===== config.mk =====
export PLATFORM = sky130hd
export DESIGN_NAME = gnss_position_jump_detector_top
export DESIGN_NICKNAME = d
export VERILOG_FILES = /design/src/design/gpjd_pkg.sv /design/src/design/gpjd_ctrl.sv /design/src/design/gpjd_datapath.sv /design/src/design/gnss_position_jump_detector_top.sv
export SDC_FILE = /design/constraint.sdc
export NUM_CORES = 2
export LEC_CHECK = 0
export ABC_AREA = 0
export ABC_CLOCK_PERIOD_IN_PS = 14570
export BUFFER_PORTS_ARGS = -buffer_cell sky130_fd_sc_hd__buf_2
export CAP_MARGIN = 0
export CELL_PAD_IN_SITES_DETAIL_PLACEMENT = 1
export CELL_PAD_IN_SITES_GLOBAL_PLACEMENT = 2
export CORE_UTILIZATION = 43
export CTS_BUF_LIST = sky130_fd_sc_hd__clkbuf_8
export DETAILED_ROUTE_END_ITERATION = 7
export MAX_ROUTING_LAYER = met4
export PLACE_DENSITY = 0.94
export SLEW_MARGIN = 20
export SYNTH_ARGS = -nofsm -noshare
export SYNTH_HDL_FRONTEND = slang
export SYNTH_SLANG_ARGS = --single-unit

===== constraint.sdc =====
create_clock -name clk -period 14.57 [get_ports clk]
set_input_delay 2.1855 -clock clk [delete_from_list [all_inputs] [get_ports clk]]
set_output_delay 2.1855 -clock clk [all_outputs]
set_load 0.02 [all_outputs]

===== src/design/gpjd_pkg.sv =====
// shared types and constants of the gnss position jump detector
// used by the controller, the datapath and the top level
package gpjd_pkg;

    localparam int RING_DEPTH_DEF     = 9;
    localparam int MIN_CONSISTENT_DEF = 7;

    localparam int COORD_W = 24;
    localparam int DIST_W  = 23;
    localparam int RES_W   = 25;
    localparam int SQ_W    = 50;
    localparam int ACC_W   = 51;
    localparam int TIME_W  = 48;
    localparam int COOL_W  = 32;
    localparam int FILL_W  = 4;
    localparam int TOTAL_W = 16;
    localparam int CFG_IDX_W  = 3;
    localparam int CFG_DATA_W = 32;

    localparam logic [DIST_W-1:0] MAX_ACC_RST = 23'd500;
    localparam logic [DIST_W-1:0] MARGIN_RST  = 23'd2000;
    localparam logic [DIST_W-1:0] WIDTH_RST   = 23'd20000;
    localparam logic [DIST_W-1:0] DEPTH_RST   = 23'd20000;
    localparam logic [DIST_W-1:0] SPREAD_RST  = 23'd300;
    localparam logic [DIST_W-1:0] MIN_RES_RST = 23'd1000;
    localparam logic [COOL_W-1:0] COOL_RST    = 32'd5000000;

    typedef enum logic [CFG_IDX_W-1:0] {
        CFG_MAX_ACC  = 3'd0,
        CFG_MARGIN   = 3'd1,
        CFG_WIDTH    = 3'd2,
        CFG_DEPTH    = 3'd3,
        CFG_SPREAD   = 3'd4,
        CFG_MIN_RES  = 3'd5,
        CFG_COOLDOWN = 3'd6
    } cfg_idx_t;

    typedef enum logic [3:0] {
        SQ_NONE,
        SQ_SPREAD,
        SQ_MIN,
        SQ_RES_E,
        SQ_RES_N,
        SQ_MED_E,
        SQ_MED_N,
        SQ_DIFF_E,
        SQ_DIFF_N
    } sq_op_t;

    typedef struct packed {
        logic   latch_in;
        sq_op_t sq_op;
        logic   ring_update;
        logic   cons_clear;
        logic   load_cand;
        logic   med_cmp;
        logic   rotate;
        logic   med_eval;
        logic   cons_count;
        logic   decide;
        logic   out_load;
    } gpjd_cmd_t;

    typedef struct packed {
        logic check_go;
        logic med_big;
        logic cons_ok;
        logic out_free;
    } gpjd_status_t;

endpackage


===== src/design/gpjd_ctrl.sv =====
// sequencer of the jump detector: steps one item through squaring,
// ring update, serial median search and consistency count; uses gpjd_pkg
module gpjd_ctrl #(
    parameter int RING_DEPTH = gpjd_pkg::RING_DEPTH_DEF
) (
    input  logic                  clk,
    input  logic                  rst_n,
    input  logic                  in_valid,
    output logic                  in_stall,
    input  gpjd_pkg::gpjd_status_t status,
    output gpjd_pkg::gpjd_cmd_t   cmd
);

    localparam int SW = (RING_DEPTH > 1) ? $clog2(RING_DEPTH) : 1;
    localparam int JW = $clog2(RING_DEPTH + 2);

    typedef enum logic [3:0] {
        S_IDLE, S_SQ_SPR, S_SQ_MIN, S_SQ_RE, S_SQ_RN, S_UPD, S_CHECK, S_MED,
        S_MSQ_E, S_MSQ_N, S_MTEST, S_CSQ_E, S_CSQ_N, S_CCHK, S_DECIDE, S_FINISH
    } state_t;

    state_t          state_reg, state_next;
    logic [JW-1:0]   j_reg, j_next;
    logic [SW-1:0]   pass_reg, pass_next;

    always_comb
    begin
        state_next = state_reg;
        j_next     = j_reg;
        pass_next  = pass_reg;
        cmd        = '0;
        cmd.sq_op  = gpjd_pkg::SQ_NONE;
        unique case (state_reg)
            S_IDLE:
            begin
                if (in_valid)
                begin
                    cmd.latch_in = 1'b1;
                    state_next   = S_SQ_SPR;
                end
            end
            S_SQ_SPR:
            begin
                cmd.sq_op  = gpjd_pkg::SQ_SPREAD;
                state_next = S_SQ_MIN;
            end
            S_SQ_MIN:
            begin
                cmd.sq_op  = gpjd_pkg::SQ_MIN;
                state_next = S_SQ_RE;
            end
            S_SQ_RE:
            begin
                cmd.sq_op  = gpjd_pkg::SQ_RES_E;
                state_next = S_SQ_RN;
            end
            S_SQ_RN:
            begin
                cmd.sq_op  = gpjd_pkg::SQ_RES_N;
                state_next = S_UPD;
            end
            S_UPD:
            begin
                cmd.ring_update = 1'b1;
                state_next      = S_CHECK;
            end
            S_CHECK:
            begin
                cmd.cons_clear = 1'b1;
                j_next         = '0;
                pass_next      = '0;
                state_next     = status.check_go ? S_MED : S_FINISH;
            end
            S_MED:
            begin
                if (j_reg == '0)
                begin
                    cmd.load_cand = 1'b1;
                    j_next        = j_reg + 1'b1;
                end
                else if (j_reg == JW'(RING_DEPTH + 1))
                begin
                    cmd.rotate   = 1'b1;
                    cmd.med_eval = 1'b1;
                    j_next       = '0;
                    if (pass_reg == SW'(RING_DEPTH - 1))
                        state_next = S_MSQ_E;
                    else
                        pass_next = pass_reg + 1'b1;
                end
                else
                begin
                    cmd.med_cmp = 1'b1;
                    cmd.rotate  = 1'b1;
                    j_next      = j_reg + 1'b1;
                end
            end
            S_MSQ_E:
            begin
                cmd.sq_op  = gpjd_pkg::SQ_MED_E;
                state_next = S_MSQ_N;
            end
            S_MSQ_N:
            begin
                cmd.sq_op  = gpjd_pkg::SQ_MED_N;
                state_next = S_MTEST;
            end
            S_MTEST:
            begin
                pass_next  = '0;
                state_next = status.med_big ? S_CSQ_E : S_FINISH;
            end
            S_CSQ_E:
            begin
                cmd.sq_op  = gpjd_pkg::SQ_DIFF_E;
                state_next = S_CSQ_N;
            end
            S_CSQ_N:
            begin
                cmd.sq_op  = gpjd_pkg::SQ_DIFF_N;
                state_next = S_CCHK;
            end
            S_CCHK:
            begin
                cmd.cons_count = 1'b1;
                cmd.rotate     = 1'b1;
                if (pass_reg == SW'(RING_DEPTH - 1))
                    state_next = S_DECIDE;
                else
                begin
                    pass_next  = pass_reg + 1'b1;
                    state_next = S_CSQ_E;
                end
            end
            S_DECIDE:
            begin
                cmd.decide = 1'b1;
                state_next = S_FINISH;
            end
            S_FINISH:
            begin
                if (status.out_free)
                begin
                    cmd.out_load = 1'b1;
                    state_next   = S_IDLE;
                end
            end
            default:
            begin
                state_next = S_IDLE;
            end
        endcase
    end

    assign in_stall = (state_reg != S_IDLE);

    always_ff @(posedge clk or negedge rst_n)
    begin
        if (!rst_n)
        begin
            state_reg <= S_IDLE;
            j_reg     <= '0;
            pass_reg  <= '0;
        end
        else
        begin
            state_reg <= state_next;
            j_reg     <= j_next;
            pass_reg  <= pass_next;
        end
    end

endmodule


===== src/design/gpjd_datapath.sv =====
// datapath of the jump detector: configuration registers, residual ring,
// shared squarer, median counters and result register; uses gpjd_pkg
module gpjd_datapath #(
    parameter int RING_DEPTH     = gpjd_pkg::RING_DEPTH_DEF,
    parameter int MIN_CONSISTENT = gpjd_pkg::MIN_CONSISTENT_DEF
) (
    input  logic                                   clk,
    input  logic                                   rst_n,
    input  logic                                   cfg_we,
    input  logic [gpjd_pkg::CFG_IDX_W-1:0]         cfg_index,
    input  logic [gpjd_pkg::CFG_DATA_W-1:0]        cfg_data,
    input  logic                                   fix_valid,
    input  logic signed [gpjd_pkg::COORD_W-1:0]    fix_east_mm,
    input  logic signed [gpjd_pkg::COORD_W-1:0]    fix_north_mm,
    input  logic [gpjd_pkg::DIST_W-1:0]            fix_accuracy_mm,
    input  logic [gpjd_pkg::TIME_W-1:0]            fix_received_us,
    input  logic signed [gpjd_pkg::COORD_W-1:0]    est_east_mm,
    input  logic signed [gpjd_pkg::COORD_W-1:0]    est_north_mm,
    output logic                                   out_valid,
    input  logic                                   out_stall,
    output logic                                   warp,
    output logic signed [gpjd_pkg::COORD_W-1:0]    warp_east_mm,
    output logic signed [gpjd_pkg::COORD_W-1:0]    warp_north_mm,
    output logic [gpjd_pkg::FILL_W-1:0]            ring_fill,
    output logic [gpjd_pkg::TOTAL_W-1:0]           warps_so_far,
    input  gpjd_pkg::gpjd_cmd_t                    cmd,
    output gpjd_pkg::gpjd_status_t                 status
);

    localparam int CW  = $clog2(RING_DEPTH + 1);
    localparam int SW  = (RING_DEPTH > 1) ? $clog2(RING_DEPTH) : 1;
    localparam int MID = RING_DEPTH / 2;
    localparam int CRW = gpjd_pkg::COORD_W;
    localparam int RW  = gpjd_pkg::RES_W;
    localparam int AW  = gpjd_pkg::ACC_W;
    localparam int DW  = gpjd_pkg::DIST_W;
    localparam int TW  = gpjd_pkg::TIME_W;

    // configuration
    logic [DW-1:0] max_acc_reg, margin_reg, width_reg, depth_reg, spread_reg, min_res_reg;
    logic [gpjd_pkg::COOL_W-1:0] cool_reg;

    // item
    logic                 usable_reg;
    logic signed [RW-1:0] re_reg, rn_reg;
    logic [TW-1:0]        now_reg;

    // ring and bookkeeping
    logic signed [CRW-1:0] ring_e_reg [RING_DEPTH];
    logic signed [CRW-1:0] ring_n_reg [RING_DEPTH];
    logic [SW-1:0]         slot_reg;
    logic [CW-1:0]         count_reg;
    logic [TW-1:0]         last_warp_reg;
    logic [gpjd_pkg::TOTAL_W-1:0] total_reg;

    // arithmetic
    logic [AW-1:0]         acc_reg, spread2_reg, min2_reg;
    logic signed [RW-1:0]  sq_in;
    logic signed [2*RW-1:0] sq_prod;
    logic [AW-1:0]         sq_ext;

    // median search
    logic signed [CRW-1:0] cand_e_reg, cand_n_reg, med_e_reg, med_n_reg;
    logic [CW-1:0]         less_e_reg, eq_e_reg, less_n_reg, eq_n_reg;
    logic [CW-1:0]         cons_reg;
    logic                  warp_reg;

    // result
    logic                  out_valid_reg;
    logic                  o_warp_reg;
    logic signed [CRW-1:0] o_east_reg, o_north_reg;
    logic [CW-1:0]         o_fill_reg;
    logic [gpjd_pkg::TOTAL_W-1:0] o_total_reg;

    logic signed [RW+1:0]  fe_x, fn_x, lo_x, hi_e_x, hi_n_x;
    logic                  usable_in;
    logic [TW-1:0]         elapsed;
    logic                  cool_block;
    logic [CW:0]           le_sum_e, le_sum_n;
    logic [CW+3:0]         fill_ext;
    logic [31:0]           cons_ext;

    function automatic logic signed [CRW-1:0] sat24(input logic signed [RW-1:0] v);
        if (v[RW-1] != v[RW-2])
            sat24 = v[RW-1] ? {1'b1, {(CRW-1){1'b0}}} : {1'b0, {(CRW-1){1'b1}}};
        else
            sat24 = v[CRW-1:0];
    endfunction

    // usable fix test on the incoming item
    always_comb
    begin
        fe_x   = {{3{fix_east_mm[CRW-1]}}, fix_east_mm};
        fn_x   = {{3{fix_north_mm[CRW-1]}}, fix_north_mm};
        lo_x   = -$signed({4'b0, margin_reg});
        hi_e_x = $signed({4'b0, width_reg}) + $signed({4'b0, margin_reg});
        hi_n_x = $signed({4'b0, depth_reg}) + $signed({4'b0, margin_reg});
        usable_in = fix_valid && (fix_accuracy_mm <= max_acc_reg)
                    && (fe_x >= lo_x) && (fn_x >= lo_x)
                    && (fe_x <= hi_e_x) && (fn_x <= hi_n_x);
    end

    // shared squarer
    always_comb
    begin
        unique case (cmd.sq_op)
            gpjd_pkg::SQ_SPREAD: sq_in = $signed({2'b0, spread_reg});
            gpjd_pkg::SQ_MIN:    sq_in = $signed({2'b0, min_res_reg});
            gpjd_pkg::SQ_RES_E:  sq_in = re_reg;
            gpjd_pkg::SQ_RES_N:  sq_in = rn_reg;
            gpjd_pkg::SQ_MED_E:  sq_in = {med_e_reg[CRW-1], med_e_reg};
            gpjd_pkg::SQ_MED_N:  sq_in = {med_n_reg[CRW-1], med_n_reg};
            gpjd_pkg::SQ_DIFF_E: sq_in = {ring_e_reg[0][CRW-1], ring_e_reg[0]}
                                         - {med_e_reg[CRW-1], med_e_reg};
            gpjd_pkg::SQ_DIFF_N: sq_in = {ring_n_reg[0][CRW-1], ring_n_reg[0]}
                                         - {med_n_reg[CRW-1], med_n_reg};
            default:             sq_in = '0;
        endcase
        sq_prod = sq_in * sq_in;
        sq_ext  = {1'b0, sq_prod[2*RW-1:0]};
    end

    assign elapsed    = now_reg - last_warp_reg;
    assign cool_block = (last_warp_reg != '0) && (now_reg >= last_warp_reg)
                        && (elapsed < {{(TW-gpjd_pkg::COOL_W){1'b0}}, cool_reg});
    assign le_sum_e   = {1'b0, less_e_reg} + {1'b0, eq_e_reg};
    assign le_sum_n   = {1'b0, less_n_reg} + {1'b0, eq_n_reg};
    assign cons_ext   = {{(32-CW){1'b0}}, cons_reg};

    assign status.check_go = (count_reg >= CW'(RING_DEPTH)) && !cool_block;
    assign status.med_big  = (acc_reg >= min2_reg);
    assign status.cons_ok  = (cons_ext >= 32'(MIN_CONSISTENT));
    assign status.out_free = !out_valid_reg || !out_stall;

    // configuration port
    always_ff @(posedge clk or negedge rst_n)
    begin
        if (!rst_n)
        begin
            max_acc_reg <= gpjd_pkg::MAX_ACC_RST;
            margin_reg  <= gpjd_pkg::MARGIN_RST;
            width_reg   <= gpjd_pkg::WIDTH_RST;
            depth_reg   <= gpjd_pkg::DEPTH_RST;
            spread_reg  <= gpjd_pkg::SPREAD_RST;
            min_res_reg <= gpjd_pkg::MIN_RES_RST;
            cool_reg    <= gpjd_pkg::COOL_RST;
        end
        else if (cfg_we)
        begin
            unique case (cfg_index)
                gpjd_pkg::CFG_MAX_ACC:  max_acc_reg <= cfg_data[DW-1:0];
                gpjd_pkg::CFG_MARGIN:   margin_reg  <= cfg_data[DW-1:0];
                gpjd_pkg::CFG_WIDTH:    width_reg   <= cfg_data[DW-1:0];
                gpjd_pkg::CFG_DEPTH:    depth_reg   <= cfg_data[DW-1:0];
                gpjd_pkg::CFG_SPREAD:   spread_reg  <= cfg_data[DW-1:0];
                gpjd_pkg::CFG_MIN_RES:  min_res_reg <= cfg_data[DW-1:0];
                gpjd_pkg::CFG_COOLDOWN: cool_reg    <= cfg_data;
                default: ;
            endcase
        end
    end

    // item registers and arithmetic
    always_ff @(posedge clk)
    begin
        if (cmd.latch_in)
        begin
            usable_reg <= usable_in;
            re_reg     <= {fix_east_mm[CRW-1], fix_east_mm} - {est_east_mm[CRW-1], est_east_mm};
            rn_reg     <= {fix_north_mm[CRW-1], fix_north_mm}
                          - {est_north_mm[CRW-1], est_north_mm};
            now_reg    <= fix_received_us;
        end
        unique case (cmd.sq_op)
            gpjd_pkg::SQ_SPREAD: spread2_reg <= sq_ext;
            gpjd_pkg::SQ_MIN:    min2_reg    <= sq_ext;
            gpjd_pkg::SQ_RES_E, gpjd_pkg::SQ_MED_E, gpjd_pkg::SQ_DIFF_E: acc_reg <= sq_ext;
            gpjd_pkg::SQ_RES_N, gpjd_pkg::SQ_MED_N, gpjd_pkg::SQ_DIFF_N:
                acc_reg <= acc_reg + sq_ext;
            default: ;
        endcase
        if (cmd.load_cand)
        begin
            cand_e_reg <= ring_e_reg[0];
            cand_n_reg <= ring_n_reg[0];
        end
        if (cmd.med_eval)
        begin
            if ((less_e_reg <= CW'(MID)) && ((CW+1)'(MID) < le_sum_e))
                med_e_reg <= cand_e_reg;
            if ((less_n_reg <= CW'(MID)) && ((CW+1)'(MID) < le_sum_n))
                med_n_reg <= cand_n_reg;
        end
    end

    // ring, rank counters and warp bookkeeping
    always_ff @(posedge clk or negedge rst_n)
    begin
        if (!rst_n)
        begin
            for (int i = 0; i < RING_DEPTH; i++)
            begin
                ring_e_reg[i] <= '0;
                ring_n_reg[i] <= '0;
            end
            slot_reg      <= '0;
            count_reg     <= '0;
            last_warp_reg <= '0;
            total_reg     <= '0;
            less_e_reg    <= '0;
            eq_e_reg      <= '0;
            less_n_reg    <= '0;
            eq_n_reg      <= '0;
            cons_reg      <= '0;
            warp_reg      <= 1'b0;
        end
        else
        begin
            if (cmd.latch_in)
                warp_reg <= 1'b0;
            if (cmd.ring_update && usable_reg)
            begin
                if (acc_reg < spread2_reg)
                begin
                    slot_reg  <= '0;
                    count_reg <= '0;
                end
                else if (acc_reg >= min2_reg)
                begin
                    ring_e_reg[slot_reg] <= sat24(re_reg);
                    ring_n_reg[slot_reg] <= sat24(rn_reg);
                    slot_reg <= (slot_reg == SW'(RING_DEPTH - 1)) ? '0 : slot_reg + 1'b1;
                    if (count_reg < CW'(RING_DEPTH))
                        count_reg <= count_reg + 1'b1;
                end
            end
            if (cmd.rotate)
            begin
                for (int i = 0; i < RING_DEPTH - 1; i++)
                begin
                    ring_e_reg[i] <= ring_e_reg[i+1];
                    ring_n_reg[i] <= ring_n_reg[i+1];
                end
                ring_e_reg[RING_DEPTH-1] <= ring_e_reg[0];
                ring_n_reg[RING_DEPTH-1] <= ring_n_reg[0];
            end
            if (cmd.load_cand)
            begin
                less_e_reg <= '0;
                eq_e_reg   <= '0;
                less_n_reg <= '0;
                eq_n_reg   <= '0;
            end
            if (cmd.med_cmp)
            begin
                if (ring_e_reg[0] < cand_e_reg)
                    less_e_reg <= less_e_reg + 1'b1;
                if (ring_e_reg[0] == cand_e_reg)
                    eq_e_reg <= eq_e_reg + 1'b1;
                if (ring_n_reg[0] < cand_n_reg)
                    less_n_reg <= less_n_reg + 1'b1;
                if (ring_n_reg[0] == cand_n_reg)
                    eq_n_reg <= eq_n_reg + 1'b1;
            end
            if (cmd.cons_clear)
                cons_reg <= '0;
            if (cmd.cons_count && (acc_reg <= spread2_reg))
                cons_reg <= cons_reg + 1'b1;
            if (cmd.decide && status.cons_ok)
            begin
                warp_reg      <= 1'b1;
                last_warp_reg <= now_reg;
                total_reg     <= total_reg + 1'b1;
                slot_reg      <= '0;
                count_reg     <= '0;
            end
        end
    end

    // result register
    always_ff @(posedge clk or negedge rst_n)
    begin
        if (!rst_n)
            out_valid_reg <= 1'b0;
        else if (cmd.out_load)
            out_valid_reg <= 1'b1;
        else if (!out_stall)
            out_valid_reg <= 1'b0;
    end

    always_ff @(posedge clk)
    begin
        if (cmd.out_load)
        begin
            o_warp_reg  <= warp_reg;
            o_east_reg  <= warp_reg ? med_e_reg : '0;
            o_north_reg <= warp_reg ? med_n_reg : '0;
            o_fill_reg  <= count_reg;
            o_total_reg <= total_reg;
        end
    end

    assign fill_ext      = {4'b0, o_fill_reg};
    assign out_valid     = out_valid_reg;
    assign warp          = o_warp_reg;
    assign warp_east_mm  = o_east_reg;
    assign warp_north_mm = o_north_reg;
    assign ring_fill     = fill_ext[gpjd_pkg::FILL_W-1:0];
    assign warps_so_far  = o_total_reg;

endmodule


===== src/design/gnss_position_jump_detector_top.sv =====
// top level of the gnss position jump detector
// joins gpjd_ctrl and gpjd_datapath; uses gpjd_pkg
//
// One fix enters when in_stall is low and leaves one result item. An item
// holds the controller through squaring and the ring update; when the ring
// check runs, also through the median search, and when the median offset is
// not too small, also through the consistency count. The median is found by
// rotating the ring past one comparator pair, one candidate after another.
// The consistency count shares the single squarer. A new item is taken as
// soon as the previous one is handed to the result register, which may still
// be waiting on out_stall.
module gnss_position_jump_detector_top #(
    parameter int RING_DEPTH     = gpjd_pkg::RING_DEPTH_DEF,
    parameter int MIN_CONSISTENT = gpjd_pkg::MIN_CONSISTENT_DEF
) (
    input  logic                                clk,
    input  logic                                rst_n,
    input  logic                                cfg_we,
    input  logic [gpjd_pkg::CFG_IDX_W-1:0]      cfg_index,
    input  logic [gpjd_pkg::CFG_DATA_W-1:0]     cfg_data,
    input  logic                                in_valid,
    output logic                                in_stall,
    input  logic                                fix_valid,
    input  logic signed [gpjd_pkg::COORD_W-1:0] fix_east_mm,
    input  logic signed [gpjd_pkg::COORD_W-1:0] fix_north_mm,
    input  logic [gpjd_pkg::DIST_W-1:0]         fix_accuracy_mm,
    input  logic [gpjd_pkg::TIME_W-1:0]         fix_received_us,
    input  logic signed [gpjd_pkg::COORD_W-1:0] est_east_mm,
    input  logic signed [gpjd_pkg::COORD_W-1:0] est_north_mm,
    output logic                                out_valid,
    input  logic                                out_stall,
    output logic                                warp,
    output logic signed [gpjd_pkg::COORD_W-1:0] warp_east_mm,
    output logic signed [gpjd_pkg::COORD_W-1:0] warp_north_mm,
    output logic [gpjd_pkg::FILL_W-1:0]         ring_fill,
    output logic [gpjd_pkg::TOTAL_W-1:0]        warps_so_far
);

    gpjd_pkg::gpjd_cmd_t    cmd;
    gpjd_pkg::gpjd_status_t status;

    gpjd_ctrl #(
        .RING_DEPTH (RING_DEPTH)
    ) u_ctrl (
        .clk      (clk),
        .rst_n    (rst_n),
        .in_valid (in_valid),
        .in_stall (in_stall),
        .status   (status),
        .cmd      (cmd)
    );

    gpjd_datapath #(
        .RING_DEPTH     (RING_DEPTH),
        .MIN_CONSISTENT (MIN_CONSISTENT)
    ) u_datapath (
        .clk             (clk),
        .rst_n           (rst_n),
        .cfg_we          (cfg_we),
        .cfg_index       (cfg_index),
        .cfg_data        (cfg_data),
        .fix_valid       (fix_valid),
        .fix_east_mm     (fix_east_mm),
        .fix_north_mm    (fix_north_mm),
        .fix_accuracy_mm (fix_accuracy_mm),
        .fix_received_us (fix_received_us),
        .est_east_mm     (est_east_mm),
        .est_north_mm    (est_north_mm),
        .out_valid       (out_valid),
        .out_stall       (out_stall),
        .warp            (warp),
        .warp_east_mm    (warp_east_mm),
        .warp_north_mm   (warp_north_mm),
        .ring_fill       (ring_fill),
        .warps_so_far    (warps_so_far),
        .cmd             (cmd),
        .status          (status)
    );

endmodule


* Yosys cells after proc, flatten, opt, wreduce, memory -nomap -nowiden
Index checks and enable logic that the tools add are counted.
Storage, ports and cells: register bits 1123, latch bits 0, bits in writable memories 0, memory bits (read-only) 0, bits of input ports 208, output and inout port bits 71, logic and storage cells 276, memories 0
Operators by class: add/sub/neg operators 21, multiply operators 1, div/mod/pow operators 0, $lt $le $gt $ge 21, eq/ne operators 43, shift-type cells 0, muxes and demuxes 84, bitwise gates (word level) 1, reductions and logical operators 50
Operators with widths (number):
- $mux W216 | 8
- $bwmux W216 | 2
- $mux W24 | 11
- $pmux W25 S8 | 1
- $mux W4 | 35
- $pmux W51 S2 | 1
- $sub A24 B24 Y25 | 4
- $demux W24 S4 | 1
- $pmux W4 S16 | 1
- $ge A24 B27 Y1 | 2
- $add A51 B50 Y51 | 1
- $ge A51 B50 Y1 | 1
- $le A51 B50 Y1 | 1
- $lt A51 B50 Y1 | 1
- $le A24 B25 Y1 | 2
- $mul A25 B25 Y50 | 1
- $add A23 B23 Y24 | 2
- $eq A24 B24 Y1 | 2
- $eq A4 B4 Y1 const B | 12
- $ge A48 B48 Y1 | 1
- $lt A24 B24 Y1 | 2
- $lt A48 B32 Y1 | 1
- $reduce_bool A48 Y1 | 1
- $sub A48 B48 Y48 | 1
- other kinds (42) | 126

* Depth between registers and ports, before layout
word-level depth 10, gate-level depth with buffers 54, mapped depth without buffers 53

* By module
Synthesis repeated with hierarchy kept, for this count alone.
Second synthesis, totals: cell total of the unflattened synthesis 8299, area, all modules 85540.8 um^2
By module, submodules not included:
- gpjd_datapath | instances 1, cells each 8195, area each 84656.2 um^2, seq. area each 29868.6 um^2
- gpjd_ctrl | instances 1, cells each 104, area each 884.6 um^2, seq. area each 300.3 um^2

* Least setup slack after synthesis
OpenSTA, ideal clock, no wires.
path kind register to register, start register u_ctrl.state_reg[0], end register u_datapath.acc_reg[49] (data pin), library setup time 0.260 ns, arrival 11.955 ns, required time 14.310 ns, slack 2.355 ns, stages on the path, launching flop included 48, path buffers 4, period minus slack after synthesis 12.215 ns, cell sequence dfrtp_1 clkbuf_1 nand2_1 nor3_1 clkbuf_1 a22oi_1 nand3_1 a211o_1 clkbuf_1 clkbuf_1 nand2_1 fa_1 inv_1 fa_1 fa_1 inv_1 fa_1 inv_1 (+12 left out) o21a_1 nor2_1 o21bai_1 a21oi_1 xnor2_1 ha_1 nand2_1 o21ai_0 a21o_1 a21o_1 a21o_1 a21o_1 a2111oi_0 o41ai_1 a21boi_1 o31ai_1 xor2_1 mux2_2
Between the ends: longest elaborated chain between the ends 7, elaborated cells between the ends (all ways) 23, classes of those cells 1 x add/sub; 1 x mul; 16 x eq/ne; 3 x mux; 2 x reduce/logical
RTL lines:
- start: declaration | RTL line gpjd_ctrl.sv:22 | state_t state_reg, state_next;
- start signal: assignment | RTL line gpjd_ctrl.sv:167 | state_reg <= state_next;
- $eq A4 B4 Y1, or another cell as far along | RTL line gpjd_ctrl.sv:33 | unique case (state_reg)
- $pmux W4 S8 * | RTL line gpjd_ctrl.sv:33
- $eq A4 B4 Y1, or another cell as far along | RTL line gpjd_datapath.sv:106 | unique case (cmd.sq_op)
- $pmux W25 S8 * | RTL line gpjd_datapath.sv:106
- $mul A25 B25 Y50 * | RTL line gpjd_datapath.sv:119 | sq_prod = sq_in * sq_in;
- net u_datapath.sq_prod[35] | RTL line gpjd_datapath.sv:59 | logic signed [2*RW-1:0] sq_prod;
- $add A51 B50 Y51 * | RTL line gpjd_datapath.sv:179 | acc_reg <= acc_reg + sq_ext;
- $pmux W51 S2 * | RTL line gpjd_datapath.sv:174 | unique case (cmd.sq_op)
- end signal: assignment | RTL line gpjd_datapath.sv:177 | gpjd_pkg::SQ_RES_E, gpjd_pkg::SQ_MED_E, gpjd_pkg::SQ_DIFF_E: acc_reg <= sq_ext;
- end signal: assignment | RTL line gpjd_datapath.sv:179
- end: declaration | RTL line gpjd_datapath.sv:57 | logic [AW-1:0] acc_reg, spread2_reg, min2_reg;
The timed path passes the listed nets; every way through them passes the cells marked *. A chain may end at the register's enable or synchronous reset.

* Worst setup path after layout
start register u_datapath.ring_e_reg[192] in the netlist's numbering, end register u_datapath.acc_reg[49] (data pin)
Between the ends: longest elaborated chain between the ends 5
RTL lines:
- start: declaration | RTL line gpjd_datapath.sv:49 | logic signed [CRW-1:0] ring_e_reg [RING_DEPTH];
- start signal: indexed assignment | RTL line gpjd_datapath.sv:230 | ring_e_reg[slot_reg] <= sat24(re_reg);
- start signal: indexed assignment | RTL line gpjd_datapath.sv:241 | ring_e_reg[i] <= ring_e_reg[i+1];
- start signal: indexed assignment | RTL line gpjd_datapath.sv:244 | ring_e_reg[RING_DEPTH-1] <= ring_e_reg[0];
- $sub A24 B24 Y25 | RTL line gpjd_datapath.sv:114 | - {med_e_reg[CRW-1], med_e_reg};
- $pmux W25 S8 | RTL line gpjd_datapath.sv:106
- $mul A25 B25 Y50 | RTL line gpjd_datapath.sv:119
- net u_datapath.sq_prod[26] | RTL line gpjd_datapath.sv:59
- $add A51 B50 Y51 | RTL line gpjd_datapath.sv:179
- $pmux W51 S2 | RTL line gpjd_datapath.sv:174
The timed path passes the listed nets, and every way through them passes these cells.

==> impl_metrics.py <==
metrics = {
    "outcome": {
        "run_status": "complete, no violations",
    },
    "synthesis": {
        "ys.flop_type": "dfrtp_1",
        "synth.net_count": 9712,
        "yosysSeqAreaShare_pct": 36.1,
        "synth_area_leaders": "dfrtp_1 (20%), edfxtp_1 (15%), fa_1 (15%)",
        "synthesis.area_per_instance_sq_um": 10.2,
        "syn_area_sq_mm": 0.0835,
        "synth_cell_types": 96,
        "synthesis.instances": 8163,
        "edff_count_synth": 413,
        "synth_seq_cells": 1121,
        "yosys_warnings": 0,
        "synth_largest_type_area_fraction_pct": 20.0,
        "synth_area_leader_cell": "dfrtp_1",
        "async_flop_share_pct": 63.2,
    },
    "clocking": {
        "cts_setup_buffers": 0,
        "clkTransAtPathRegs_ps": 70,
        "ctsResizeCount": 0,
        "worst_skew_late_latency_ps": 990,
        "cts-root-to-sink-buffers": 3,
        "cts_tree": "yes",
        "htree_levels": 4,
        "cts_sinks": 1121,
        "clk_root_buf": "clkbuf_8",
        "hold_buffer_count_at_cts": 0,
        "numCtsBuffers": 199,
    },
    "finish": {
        "mostFrequentLayoutCell": "inv_1",
        "drive_gt1_share_pct": 11.4,
        "filler_cell_count": 21402,
        "ff_latch_area_sq_mm": 0.0302,
        "finish.net_count": 10003,
        "final_core_utilization_pct": 47.8,
        "layout-area-overhead-vs-synth_pct": 10.4,
        "mostFrequentLayoutCells": "inv_1 (1,266), nor2_1 (801), ha_1 (727)",
        "multi_input_area_sq_mm": 0.0479,
    },
    "sta": {
        "timing.final.hold_violations": 0,
        "totalNegativeSetupSlack_ps": 0,
        "tightest_hold_margin_ps": 435,
        "min_period_ps": 13830,
        "fmax_ghz": 0.0723,
        "worst-slew-pin-transition_ps": 1290,
        "max-slew-margin-rel_pct": 13.2,
        "count_of_pins_over_their_slew_limit": 0,
        "period_utilization_post_route_pct": 94.9,
        "finalClockSkew_ps": 62.9,
        "rsz0062_at_grt": "no",
        "timing.final.setup_violations": 0,
    },
    "global_routing": {
        "first_global_vias": 72578,
        "track_usage_pct": 30.5,
        "pin_count_of_the_biggest_net_entering_global_routing": 207,
        "antenna_found_initial": 18,
        "grt_remaining_overflow": 0,
        "grt_pass1_wl_mm": 443,
    },
    "routing": {
        "wl_met3_mm": 17.2,
        "top_signal_layer_used": "met4",
        "post_drt_via_cell_ratio": 5.90,
        "drt-total-wl_mm": 291,
        "met2RoutedLength_mm": 140,
        "routedWlPerCell_microns": 26.1,
        "wirelength_met1_mm": 116,
        "drt_first_iter_violations": 4906,
        "drt_drc_violations_left": 0,
        "detail_route.first_pass.iterations": 5,
        "detail-route-antenna-nets": 0,
        "detailroute.via_count": 65897,
    },
    "worst_setup_path": {
        "crit_family": "compound AO/OA/AOI/OAI gates",
        "setup.worst_path.end_class": "register",
        "cp_data_arrival_time_ps": 14550,
        "critical_path.max_stage_delay_ps": 740,
        "required_ps": 15290,
        "critPathMaxFanout": 17,
        "timing.setup.critical_path_class": "register to register",
        "critical-path-slowest-cell": "a221o_1",
        "worst_path_most_repeated_cell": "fa_1",
        "start_kind": "register",
        "worstPathBufferInverterCount": 3,
    },
    "floorplanning": {
        "core-area_sq_mm": 0.193,
        "die-height_microns": 443,
        "dieWidth_microns": 443,
        "std_cell_rows": 161,
        "initial_core_util_pct": 43.3,
        "design.die.area_sq_mm": 0.196,
        "ios": 279,
    },
    "place": {
        "finalWeightedCongestion": 0.991,
        "portBuffers": 278,
        "hpwl_mm": 219,
    },
    "worst_hold_path": {
        "worst_hold_path_type": "register to register",
    },
    "flow_run": {
        "timing.max_cap.violations": 0,
    },
}
-- layer usage --
metal	vias up	global-route usage (%)
li1	28844	-
met1	33972	36.7
met2	2314	49.5
met3	767	4.51
met4	0	16.4
met5	-	-
-- Yosys cell counts, drive strengths merged (71+ instances only) --
master  number
mux2       157
o21a        79
ha         727
nand3      103
a221o      421
buf         95
dfrtp      668
o21ai      342
nor3        95
nand2      548
nor2       803
inv       1196
xnor2      171
xor2       107
edfxtp     413
clkbuf     207
nand4       88
fa         614
a21oi      333
a21o       199
a22oi       71
-- worst reg2reg max path: cells and delay by family, from the launching register on --
kind / cells / cell delay, ps
compound gates: 24 / 6150
fa+ha+maj: 11 / 5000
simple gates: 5 / 870
xor+xnor: 3 / 700
flops: 1 / 390
mux: 1 / 270
buf+inv: 3 / 210
-- cells by family after synthesis --
family,count (synthesis),share of synthesized area (%)
buffers and inverters,1500,6.92
flip-flops,1121,36.1
AND/OR/NAND/NOR,1983,10.7
AO/OA/AOI/OAI,1746,15.2
adder cells (fa/ha/maj),1341,25.6
XOR/XNOR,279,2.94
multiplexers,193,2.55
-- final timing paths --
check	from	to	slack, ps	depth (start not counted)
min	u_datapath.cand_n_reg[19]$_DFFE_PP_	u_datapath.med_n_reg[19]$_DFFE_PP_	430	0
max	u_datapath.ring_e_reg[192]$_DFFE_PN0P_	u_datapath.acc_reg[49]$_DFFE_PP_	740	47
max in group asynchronous	rst_n	u_datapath.ring_e_reg[155]$_DFFE_PN0P_	10340	4
min reg2reg	u_datapath.cand_n_reg[19]$_DFFE_PP_	u_datapath.med_n_reg[19]$_DFFE_PP_	430	0
max reg2reg	u_datapath.ring_e_reg[192]$_DFFE_PN0P_	u_datapath.acc_reg[49]$_DFFE_PP_	740	47
min in group asynchronous	rst_n	u_datapath.max_acc_reg[13]$_DFFE_PN0P_	1210	1
-- stage by stage --
step,instance area [sq um],cells,worst slack (ps)
after floorplan,83500,8163,2360
after global placement,88000,10779,1430
after detailed placement,88000,10779,931
after CTS,92100,11151,879
after global routing,92200,11166,22.4
final,92200,11170,741
-- area by class of cell --
class | count | area share, %
diodes | 19 | 0.0516
clock buffers | 240 | 3.58
clock inverters | 132 | 0.894
inverters | 1198 | 4.88
multi-input cells | 5542 | 51.9
flip-flops and latches | 1121 | 32.7
well taps | 2526 | 3.43
repair buffers | 392 | 2.50
Power is not shown: default switching activity piles up to over one toggle a cycle in this logic, so the estimate is an artifact.
